## config.mk

```make
export PLATFORM = sky130hd
export DESIGN_NAME = room_allocation_scheduler_top
export DESIGN_NICKNAME = d
export VERILOG_FILES = /design/src/hw/rtl/ras_pkg.sv /design/src/hw/rtl/ras_room_mem.sv /design/src/hw/rtl/room_allocation_scheduler_top.sv
export SDC_FILE = /design/constraint.sdc
export NUM_CORES = 2
export LEC_CHECK = 0
export BUFFER_PORTS_ARGS = -buffer_cell sky130_fd_sc_hd__buf_2
export CORE_ASPECT_RATIO = 1.25
export CORE_MARGIN = 2
export CORE_UTILIZATION = 30
export DETAILED_ROUTE_END_ITERATION = 8
export SKIP_CTS_REPAIR_TIMING = 1
export SKIP_LAST_GASP = 1
export SLEW_MARGIN = 20
export SYNTH_ARGS = -nofsm -noshare
export SYNTH_HDL_FRONTEND = slang
export SYNTH_SLANG_ARGS = --single-unit
export TNS_END_PERCENT = 100
```

## constraint.sdc

```tcl
create_clock -name clk -period 8.2 [get_ports clk]
set_input_delay 0.41 -clock clk [delete_from_list [all_inputs] [get_ports clk]]
set_output_delay 0.41 -clock clk [all_outputs]
set_load 0.05 [all_outputs]
```

## src/hw/rtl/ras_pkg.sv

```systemverilog
// Shared types and constants of the room allocation scheduler
`default_nettype none

package ras_pkg;

  localparam int ROOMS_DEF      = 16;
  localparam int TIME_BITS_DEF  = 40;
  localparam int COUNT_BITS_DEF = 24;

  localparam int CFG_W  = 5;
  localparam int ROOM_W = 4;

  localparam logic [CFG_W-1:0] ROOMS_IN_USE_RST = 5'd16;

  typedef enum logic [1:0] {
    ST_IDLE,
    ST_SCAN,
    ST_LAST,
    ST_UPDATE
  } ras_state_t;

endpackage

`default_nettype wire

```

## src/hw/rtl/ras_room_mem.sv

```systemverilog
// Per-room store of busy-until time and use count, with per-entry valid bits
`default_nettype none

module ras_room_mem #(
  parameter int ROOMS      = 16,
  parameter int TIME_BITS  = 40,
  parameter int COUNT_BITS = 24,
  parameter int IDX_W      = 4
) (
  input  wire logic                  clk,
  input  wire logic                  rst_n,
  input  wire logic                  clr,
  input  wire logic [IDX_W-1:0]      rd_addr,
  output logic      [TIME_BITS-1:0]  rd_busy,
  output logic      [COUNT_BITS-1:0] rd_count,
  input  wire logic                  wr_en,
  input  wire logic [IDX_W-1:0]      wr_addr,
  input  wire logic [TIME_BITS-1:0]  wr_busy,
  input  wire logic [COUNT_BITS-1:0] wr_count
);

  localparam int WORD_W = TIME_BITS + COUNT_BITS;

  logic [WORD_W-1:0] mem [ROOMS];
  logic [ROOMS-1:0]  vld_r;
  logic [WORD_W-1:0] rd_data_r;
  logic              rd_vld_r;

  always_ff @(posedge clk) begin
    if (wr_en) begin
      mem[wr_addr] <= {wr_busy, wr_count};
    end
    rd_data_r <= mem[rd_addr];
  end

  // An entry never written since the last clear reads as zero
  always_ff @(posedge clk) begin
    if (!rst_n) begin
      vld_r    <= '0;
      rd_vld_r <= 1'b0;
    end else begin
      if (clr) begin
        vld_r <= '0;
      end else if (wr_en) begin
        vld_r[wr_addr] <= 1'b1;
      end
      rd_vld_r <= vld_r[rd_addr];
    end
  end

  assign rd_busy  = rd_vld_r ? rd_data_r[WORD_W-1:COUNT_BITS] : '0;
  assign rd_count = rd_vld_r ? rd_data_r[COUNT_BITS-1:0]      : '0;

endmodule

`default_nettype wire

```

## src/hw/rtl/room_allocation_scheduler_top.sv

```systemverilog
// Room allocation scheduler: top level with scan sequencer and result register
//
// Each booking request is accepted, then the room store is read once per room in
// use (the clamped room count), the last read is left to return, and then the
// chosen room is written back and the result register is loaded. The room store
// has a single read and a
// single write port, so rooms are visited one per cycle, and a new request is
// taken only once the previous one has written back. A pending result in the
// output register does not stall acceptance; it stalls only the next write-back.
// first_of_set clears all rooms at once, with no clearing pass.
// cfg_ready is always high; write it only while no request is in flight.
`default_nettype none

module room_allocation_scheduler_top
  import ras_pkg::*;
#(
  parameter int ROOMS      = ROOMS_DEF,
  parameter int TIME_BITS  = TIME_BITS_DEF,
  parameter int COUNT_BITS = COUNT_BITS_DEF
) (
  input  wire logic                 clk,
  input  wire logic                 rst_n,
  input  wire logic                 cfg_valid,
  output logic                      cfg_ready,
  input  wire logic [CFG_W-1:0]     cfg_rooms_in_use,
  input  wire logic                 in_valid,
  output logic                      in_ready,
  input  wire logic [TIME_BITS-1:0] in_req_start,
  input  wire logic [TIME_BITS-1:0] in_end_time,
  input  wire logic                 in_first_of_set,
  output logic                      out_valid,
  input  wire logic                 out_ready,
  output logic      [ROOM_W-1:0]    out_room,
  output logic      [TIME_BITS-1:0] out_held_from,
  output logic      [TIME_BITS-1:0] out_held_until,
  output logic                      out_was_delayed,
  output logic      [ROOM_W-1:0]    out_busiest_room
);

  localparam int IDX_W = (ROOMS > 1) ? $clog2(ROOMS) : 1;

  ras_state_t state_r, state_nxt;

  logic [CFG_W-1:0]      cfg_r;
  logic [IDX_W-1:0]      last_c, last_r;
  logic [IDX_W-1:0]      rd_idx_r;
  logic                  cmp_vld_r;
  logic [IDX_W-1:0]      cmp_idx_r;
  logic [TIME_BITS-1:0]  start_r, plain_until_r, len_r;
  logic [TIME_BITS-1:0]  len_c;

  logic                  found_r;
  logic [IDX_W-1:0]      free_idx_r, min_idx_r;
  logic [COUNT_BITS-1:0] free_cnt_r, min_cnt_r;
  logic [TIME_BITS-1:0]  min_busy_r;

  logic [COUNT_BITS-1:0] top_count_r;
  logic [IDX_W-1:0]      top_room_r;

  logic                  out_valid_r, out_was_delayed_r;
  logic [ROOM_W-1:0]     out_room_r, out_busiest_r;
  logic [TIME_BITS-1:0]  out_from_r, out_until_r;

  logic                  accept, issue, commit;
  logic [TIME_BITS-1:0]  rd_busy;
  logic [COUNT_BITS-1:0] rd_count;

  logic [IDX_W-1:0]      pick_c;
  logic [COUNT_BITS-1:0] cnt_c, cnt_new_c;
  logic [TIME_BITS-1:0]  from_c, until_c;
  logic [TIME_BITS:0]    sum_c;
  logic                  better_c;

  // Configuration
  assign cfg_ready = 1'b1;

  always_ff @(posedge clk) begin
    if (!rst_n) begin
      cfg_r <= ROOMS_IN_USE_RST;
    end else if (cfg_valid) begin
      cfg_r <= cfg_rooms_in_use;
    end
  end

  // Clamp the room count to 1..ROOMS and keep the last index to visit
  always_comb begin
    if (cfg_r == '0) begin
      last_c = '0;
    end else if (int'(cfg_r) > ROOMS) begin
      last_c = IDX_W'(ROOMS - 1);
    end else begin
      last_c = IDX_W'(cfg_r - 1'b1);
    end
  end

  assign len_c = (in_end_time > in_req_start) ? (in_end_time - in_req_start) : '0;

  // Sequencer
  always_ff @(posedge clk) begin
    if (!rst_n) begin
      state_r <= ST_IDLE;
    end else begin
      state_r <= state_nxt;
    end
  end

  always_comb begin
    state_nxt = state_r;
    unique case (state_r)
      ST_IDLE:   if (in_valid) state_nxt = ST_SCAN;
      ST_SCAN:   if (rd_idx_r == last_r) state_nxt = ST_LAST;
      ST_LAST:   state_nxt = ST_UPDATE;
      ST_UPDATE: if (!out_valid_r || out_ready) state_nxt = ST_IDLE;
      default:   state_nxt = ST_IDLE;
    endcase
  end

  always_comb begin
    in_ready = 1'b0;
    issue    = 1'b0;
    commit   = 1'b0;
    unique case (state_r)
      ST_IDLE:   in_ready = 1'b1;
      ST_SCAN:   issue    = 1'b1;
      ST_LAST:   ;
      ST_UPDATE: commit   = !out_valid_r || out_ready;
      default:   ;
    endcase
  end

  assign accept = in_valid && in_ready;

  // Request latch and scan address
  always_ff @(posedge clk) begin
    if (accept) begin
      start_r       <= in_req_start;
      plain_until_r <= (in_end_time > in_req_start) ? in_end_time : in_req_start;
      len_r         <= len_c;
      last_r        <= last_c;
    end
    cmp_idx_r <= rd_idx_r;
  end

  always_ff @(posedge clk) begin
    if (!rst_n) begin
      rd_idx_r  <= '0;
      cmp_vld_r <= 1'b0;
    end else begin
      cmp_vld_r <= issue;
      if (accept) begin
        rd_idx_r <= '0;
      end else if (issue && rd_idx_r != last_r) begin
        rd_idx_r <= rd_idx_r + 1'b1;
      end
    end
  end

  ras_room_mem #(
    .ROOMS      (ROOMS),
    .TIME_BITS  (TIME_BITS),
    .COUNT_BITS (COUNT_BITS),
    .IDX_W      (IDX_W)
  ) u_mem (
    .clk      (clk),
    .rst_n    (rst_n),
    .clr      (accept && in_first_of_set),
    .rd_addr  (rd_idx_r),
    .rd_busy  (rd_busy),
    .rd_count (rd_count),
    .wr_en    (commit),
    .wr_addr  (pick_c),
    .wr_busy  (until_c),
    .wr_count (cnt_new_c)
  );

  // Track the lowest free room and the earliest-freeing room as reads return
  always_ff @(posedge clk) begin
    if (!rst_n) begin
      found_r <= 1'b0;
    end else if (accept) begin
      found_r <= 1'b0;
    end else if (cmp_vld_r && !found_r && rd_busy <= start_r) begin
      found_r <= 1'b1;
    end
  end

  always_ff @(posedge clk) begin
    if (cmp_vld_r && !found_r && rd_busy <= start_r) begin
      free_idx_r <= cmp_idx_r;
      free_cnt_r <= rd_count;
    end
    if (cmp_vld_r && (cmp_idx_r == '0 || rd_busy < min_busy_r)) begin
      min_idx_r  <= cmp_idx_r;
      min_busy_r <= rd_busy;
      min_cnt_r  <= rd_count;
    end
  end

  // Write-back values
  assign sum_c = {1'b0, min_busy_r} + {1'b0, len_r};

  always_comb begin
    if (found_r) begin
      pick_c  = free_idx_r;
      cnt_c   = free_cnt_r;
      from_c  = start_r;
      until_c = plain_until_r;
    end else begin
      pick_c  = min_idx_r;
      cnt_c   = min_cnt_r;
      from_c  = min_busy_r;
      until_c = sum_c[TIME_BITS] ? '1 : sum_c[TIME_BITS-1:0];
    end
  end

  // Saturate the use count
  assign cnt_new_c = (cnt_c == '1) ? cnt_c : cnt_c + 1'b1;
  assign better_c  = (cnt_new_c > top_count_r) ||
                     (cnt_new_c == top_count_r && pick_c < top_room_r);

  always_ff @(posedge clk) begin
    if (!rst_n) begin
      top_count_r <= '0;
      top_room_r  <= '0;
    end else if (accept && in_first_of_set) begin
      top_count_r <= '0;
      top_room_r  <= '0;
    end else if (commit && better_c) begin
      top_count_r <= cnt_new_c;
      top_room_r  <= pick_c;
    end
  end

  // Result register
  always_ff @(posedge clk) begin
    if (!rst_n) begin
      out_valid_r <= 1'b0;
    end else if (commit) begin
      out_valid_r <= 1'b1;
    end else if (out_ready) begin
      out_valid_r <= 1'b0;
    end
  end

  always_ff @(posedge clk) begin
    if (commit) begin
      out_room_r        <= ROOM_W'(pick_c);
      out_from_r        <= from_c;
      out_until_r       <= until_c;
      out_was_delayed_r <= !found_r;
      out_busiest_r     <= better_c ? ROOM_W'(pick_c) : ROOM_W'(top_room_r);
    end
  end

  assign out_valid        = out_valid_r;
  assign out_room         = out_room_r;
  assign out_held_from    = out_from_r;
  assign out_held_until   = out_until_r;
  assign out_was_delayed  = out_was_delayed_r;
  assign out_busiest_room = out_busiest_r;

endmodule

`default_nettype wire

```

**Word level (Yosys, flattened, before mapping)**

Memories as Yosys holds them, arrays and structs flattened. A register that Yosys moved wholly into a read port is not among the register bits.
Cells that the tools add are included.

- Add/subtract/negate cells: 5
- $lt $le $gt $ge: 9
- Eq/ne operators: 10
- Multiplexer cells: 26
- Bitwise logic cells: 2
- Reduce and logical (&&, ||, !) cells: 21

Operators with widths:

| kind | count |
|---|---|
| 40-bit 2-to-1 mux | 5 |
| 24-bit 2-to-1 mux | 3 |
| 40-bit by 40-bit adder with 41-bit output | 1 |
| 40-bit greater-than comparator | 1 |
| 40-bit <= comparator | 1 |
| 40-bit less-than comparator | 1 |
| 40-bit subtractor | 1 |
| 24-bit by 1-bit adder with 24-bit output (second input constant) | 1 |
| 24-bit equality test | 1 |
| 24-bit equality test (second input constant) | 1 |
| 24-bit greater-than comparator | 1 |
| 16-bit bitwise OR | 1 |
| 4-bit 2-to-1 mux | 3 |
| 4-bit by 5-bit less-than comparator with 1-bit output (second input constant) | 2 |
| 1-bit logical AND | 9 |
| 1-bit 2-to-1 mux | 9 |
| 2-bit one-hot mux with 4 select lines | 1 |
| 2-bit 2-to-1 mux | 3 |
| 2-bit inequality test (second input constant) | 3 |
| 5-bit greater-than comparator (second input constant) | 1 |
| 5-bit logical NOT | 1 |
| 4-bit by 1-bit adder with 4-bit output (second input constant) | 1 |
| 1-bit binary-select mux with 4-bit select | 1 |
| 1-bit demux with 4-bit select | 1 |
| 15 further kinds | 20 |

- Flip-flop bits (word level): 372
- Memory bits (writable): 1024
- Input bits: 91
- Output and inout port bits: 92
- Logic and storage cells: 99
- Memories kept: 1

Memory list:

| memory | depth | width | read ports | clocked after Yosys merged registers in | write ports | RTL line | text |
|---|---|---|---|---|---|---|---|
| u_mem.mem | 16 | 64 | 1 | 1 | 1 | ras_room_mem.sv:24 | `logic [WORD_W-1:0] mem [ROOMS];` |

**Logic depth before layout (Yosys ltp)**

- Depth in word-level cells: 7
- Depth in mapped cells: 25
- Mapped depth without buffers: 19

**Hierarchy**

Synthesis repeated with hierarchy kept, for this count alone.

- Cells, all modules: 3822
- Area total of the unflattened synthesis: 61825.5 µm²

Modules (own cells, without submodules):

| module | times used | cells each | area an instance (µm²) | sequential area each (µm²) |
|---|---|---|---|---|
| ras_room_mem | 1 | 1772 | 40646.5 | 32371.0 |
| room_allocation_scheduler_top | 1 | 2050 | 21179.1 | 10199.8 |

**Worst setup path before layout**

OpenSTA, ideal clock, no wires.

- Path type: register -> register
- Start point: register u_mem.rd_vld_r
- End point: register min_busy_r[0] (enable)
- Library setup time: 598 ps
- Arrival time: 7184 ps
- Required time: 7602 ps
- Path slack: 418 ps
- Cell stages (with the launch flop): 14
- Path buffers: 2
- Clock period less this slack: 7782 ps
- Path through: dfxtp_1 -> clkbuf_1 -> clkbuf_1 -> and2_1 -> ha_1 -> a21o_1 -> a21o_1 -> a21oi_1 -> o21ai_0 -> a21o_1 -> a21oi_1 -> nor3_1 -> o31ai_1 -> a21boi_0

- Word-level cells in the longest chain between the ends: 4

Ends and longest elaborated chain:

| item | RTL line | text |
|---|---|---|
| start: declaration | ras_room_mem.sv:27 | `logic rd_vld_r;` |
| start signal: assignment | ras_room_mem.sv:47 | `rd_vld_r <= vld_r[rd_addr];` |
| 40-bit 2-to-1 mux | ras_room_mem.sv:51 | `assign rd_busy = rd_vld_r ? rd_data_r[WORD_W-1:COUNT_BITS] : '0;` |
| net rd_busy[17] | room_allocation_scheduler_top.sv:65 | `logic [TIME_BITS-1:0] rd_busy;` |
| 40-bit less-than comparator | room_allocation_scheduler_top.sv:192 | `if (cmp_vld_r && (cmp_idx_r == '0 \|\| rd_busy < min_busy_r)) begin` |
| 1-bit logical OR | room_allocation_scheduler_top.sv:192 |  |
| 1-bit logical AND | room_allocation_scheduler_top.sv:192 |  |
| end signal: assignment | room_allocation_scheduler_top.sv:194 | `min_busy_r <= rd_busy;` |
| end: declaration | room_allocation_scheduler_top.sv:55 | `logic [TIME_BITS-1:0] min_busy_r;` |

The timed path passes the listed nets, and every way through them passes these cells.
A chain may end at the register's enable or synchronous reset.

**Worst setup path after layout**

- Start point: register found_r
- End point: register top_count_r[0]

- Word-level cells in the longest chain between the ends: 7
- Elaborated cells between the ends (all ways): 11
- Classes of those cells: add/sub (1); order compare (2); eq/ne (2); mux (3); reduce/logical (3)

Ends and longest elaborated chain:

| item | RTL line | text |
|---|---|---|
| start: declaration | room_allocation_scheduler_top.sv:52 | `logic found_r;` |
| start signal: assignment | room_allocation_scheduler_top.sv:179 | `found_r <= 1'b0;` |
| start signal: assignment | room_allocation_scheduler_top.sv:181 | `found_r <= 1'b0;` |
| start signal: assignment | room_allocation_scheduler_top.sv:183 | `found_r <= 1'b1;` |
| 24-bit 2-to-1 mux * | room_allocation_scheduler_top.sv:203 | `if (found_r) begin` |
| 24-bit by 1-bit adder with 24-bit output / 24-bit equality test (equally long branches) | room_allocation_scheduler_top.sv:217 | `assign cnt_new_c = (cnt_c == '1) ? cnt_c : cnt_c + 1'b1;` |
| 24-bit 2-to-1 mux * | room_allocation_scheduler_top.sv:217 |  |
| net cnt_new_c[18] | room_allocation_scheduler_top.sv:69 | `logic [COUNT_BITS-1:0] cnt_c, cnt_new_c;` |
| branches (longest 2 deep; another with 24-bit greater-than comparator) | - |  |
| 1-bit logical OR * | room_allocation_scheduler_top.sv:218 | `assign better_c = (cnt_new_c > top_count_r) \|\|` |
| 1-bit logical AND * | room_allocation_scheduler_top.sv:228 | `end else if (commit && better_c) begin` |
| end signal: assignment | room_allocation_scheduler_top.sv:229 | `top_count_r <= cnt_new_c;` |
| end: declaration | room_allocation_scheduler_top.sv:57 | `logic [COUNT_BITS-1:0] top_count_r;` |

Mark *: on every way through the listed nets, which the timed path passes.

==> results.md <==
- Status: complete, no violations
- CP cell instances: mux2i_1, inv_1, ha_1, a21boi_0, nand4_1, nor3_4, nor4_1, nand2_1, xor2_2, ha_1, nand4_1, nor4_1, o31a_1, o32a_1, and2_1, buf_4, nor2_1, a211oi_1
- Total CTS buffers: 140
- Slowest CP cell: dfxtp_4
- Die Span Y: 510.2 um
- Post-synth EDFFs: 1333
- Final Hold Vio Count: 0
- Worst hold margin: 17.77 ps
- Core area: 203500 um^2
- Primary FF master, synth: edfxtp_1
- Final Wtd Congestion: 0.8839
- Min Tclk post-route: 5771 ps
- Cell family with most CP delay: simple AND/OR/NAND/NOR gates
- Skew final: 34.88 ps
- Final ANT Viol Nets: 0
- Clock Pin Slew Worst Setup and Hold Paths: 70 ps
- Antenna violations before repair: 10
- H-tree depth: 4
- Die area: 208600 um^2
- Post-Syn Nets: 3825
- Nets: 4190
- Vias: 33183
- Crit start category: flop
- Total grt overflow: 0
- Setup TNS Final: 0 ps
- Max cap viols: 0
- Final setup fails: 0
- Fmax achieved: 173.3 MHz
- GRT Total Usage: 0.1476
- Cell Area, Synth: 61500 um^2
- Crit-path max FO: 42
- Tcrit/Tclk final: 0.7038
- Max VDD drop: 242.9 uV
- DRC: 0
- Buffers and inverters on the worst path: 2
- Worst setup EP type: flop
- Power Density: 319.0 nW/um^2
- Post-synthesis cell type count: 92
- First-pass GRT wire length: 227.9 mm
- CTS tree: built
- Placed cell area: 66250 um^2
- Rel. slew slack: 0.2992
- Wire per inst: 23.14 um
- Multi-input logic area: 17890 um^2
- CTS sink cnt: 1460
- 1st-iter DRT viols: 2704
- RSZ-0062 raised after global routing: no
- Num ports: 183
- Post-synthesis sequential area ratio: 0.6923
- Worst Path Arrival: 6440 ps
- Fill count: 18990
- CTS Buffer Depth: 3
- Initial core utilization: 0.3022
- CTS Root Cell: clkbuf_16
- Max-slew violation count: 0
- Post-route design area: 71690 um^2
- Final WL: 155.7 mm
- Gate Count Post-Synth: 3539
- Detailed Place HPWL: 96.22 mm
- Mean post-synth cell area: 17.38 um^2
- Seq cells post-synth: 1460
- Clk Latency, worst-skew pair: 770 ps
- Area Overhead vs Synth: 16.57%
- CP peak stage delay: 700 ps
- Critical Path RT: 8870 ps
- Buffers on Ports: 181
- Row cnt: 185
- FF+latch area: 42590 um^2
- Leak Pwr: 24.09 nW
- Async S/R FF share, synth: 0
- Syn. warnings: 0
- Share of cells above drive strength 1: 0.2329
- Drt pass-1 iters: 5
- Die Wd: 409.0 um
- Hold Path Class: input port to flop
- Vias in the first global route: 33896
- Largest net degree at the start of global routing: 139
- Crit Path Category: flop to flop
- Post-DR vias/cell: 4.932
- Tightest Pin Transition: 1047 ps
[Yosys cell counts, types with 51 or more instances]
cell type	instances	area [um^2]
nand2_1	129	484.2
a21o_1	74	555.5
mux4_2	325	7320
and2_1	77	481.7
inv_1	177	664.4
dfxtp_1	127	2542
o21ai_0	105	525.5
xnor2_1	51	446.7
a21oi_1	161	805.8
edfxtp_1	1333	40030
nor2_1	178	668.1
ha_1	193	2415
clkbuf_1	85	319.1
[worst paths after layout]
| path | startpoint | end | slack [ps] | cells past startpoint |
|---|---|---|---|---|
| worst max-delay path | found_r | top_count_r[0] | 2430 | 18 |
| worst min-delay path | in_end_time[0] | plain_until_r[0] | 20 | 2 |
| worst max register to register | found_r | top_count_r[0] | 2430 | 18 |
| worst min register to register | cmp_idx_r[0] | min_idx_r[0] | 460 | 0 |
[layout by cell type (no fill, tap or decap), types with 12 or more instances in the layout]
master            n
edfxtp_1       1333
mux4_2          325
ha_1            193
buf_2           181
inv_1           177
nor2_1          161
a21oi_1         160
clkbuf_16       141
nand2_1         129
dfxtp_1         121
o21ai_0         105
buf_4            95
dlygate4sd3_1    80
and2_1           76
a21o_1           74
xnor2_1          50
mux2_4           36
nand4_1          34
mux2i_1          33
xor2_1           33
nand3_1          31
nor3_1           30
nor2b_1          28
a2bb2oi_1        25
clkbuf_1         24
clkinv_2         20
a211oi_1         17
nor2_4           16
clkinv_1         16
bufinv_16        14
nand2b_1         12
a31oi_1          12
a2bb2oi_2        12
[cells by family after synthesis]
| logic type | Yosys count | synth area share |
|---|---|---|
| fa+ha+maj | 195 | 0.03992 |
| flops | 1460 | 0.6923 |
| mux | 402 | 0.1346 |
| compound gates | 506 | 0.05414 |
| xor+xnor | 88 | 0.01266 |
| other cells | 1 | 0.00006098 |
| buf+inv | 318 | 0.02114 |
| simple gates | 569 | 0.04519 |
[state kept, by name, summed over array words and instances, names as in the netlist, 2 cells and up]
signal            flops
last_r                4
out_held_from        40
start_r              40
cmp_idx_r             4
free_idx_r            4
out_held_until       40
plain_until_r        40
top_count_r          24
cfg_r                 5
min_idx_r             4
min_busy_r           40
rd_idx_r              4
u_mem.rd_data_r      64
min_cnt_r            24
u_mem.vld_r          16
u_mem.mem          1024
free_cnt_r           24
out_room              4
top_room_r            4
len_r                40
out_busiest_room      4
state_r               2
[worst register-to-register path, cell delays in order (launching register included)]
cell      delay [ps]
dfxtp_4          700
mux2i_1          200
inv_1            150
ha_1             250
a21boi_0         440
nand4_1          290
nor3_4           510
nor4_1           150
nand2_1          130
xor2_2           640
ha_1             250
nand4_1          100
nor4_1           360
o31a_1           200
o32a_1           150
and2_1           560
buf_4            350
nor2_1            60
a211oi_1         190
[power breakdown]
part           total, mW  leakage (nW)  internal (mW)  switching, mW
sequential          10.6          13.1           10.3          0.294
clock               6.53          2.23           3.72           2.81
combinational       5.78          8.74           1.92           3.86
total               22.9          24.1           15.9           6.96
[final cells by class]
type / instances / area share
Sequential cell: 1460 / 0.5941
Multi-Input combinational cell: 1761 / 0.2495
Clock buffer: 176 / 0.05259
Tap cell: 2711 / 0.04732
Timing Repair Buffer: 362 / 0.03543
Clock inverter: 76 / 0.01154
Inverter: 179 / 0.009373
Antenna cell: 3 / 0.0001047
[stage by stage]
step	std cells	utilization	power, mW	worst slack [ps]
floorplan	3539	-	14.30	417.8
global placement	6392	0.3254	16.36	2317
detailed placement	6392	0.3256	16.49	2468
CTS	6644	0.3482	23.06	2436
global route	6726	0.3523	23.89	1837
finish	6728	0.3523	22.87	2429
[metal layers]
metal | part of all wire | GRT usage | wire length, um | vias to the layer above
met2 | 0.50 | 0.2577 | 78550 | 926
met3 | 0.049 | 0.02217 | 7645 | 211
met1 | 0.42 | 0.1888 | 65400 | 17332
met5 | 0.000058 | 0 | 9 | -
li1 | - | - | - | 14712
met4 | 0.026 | 0.04531 | 4078 | 2
(Power assumes the default switching activity.)
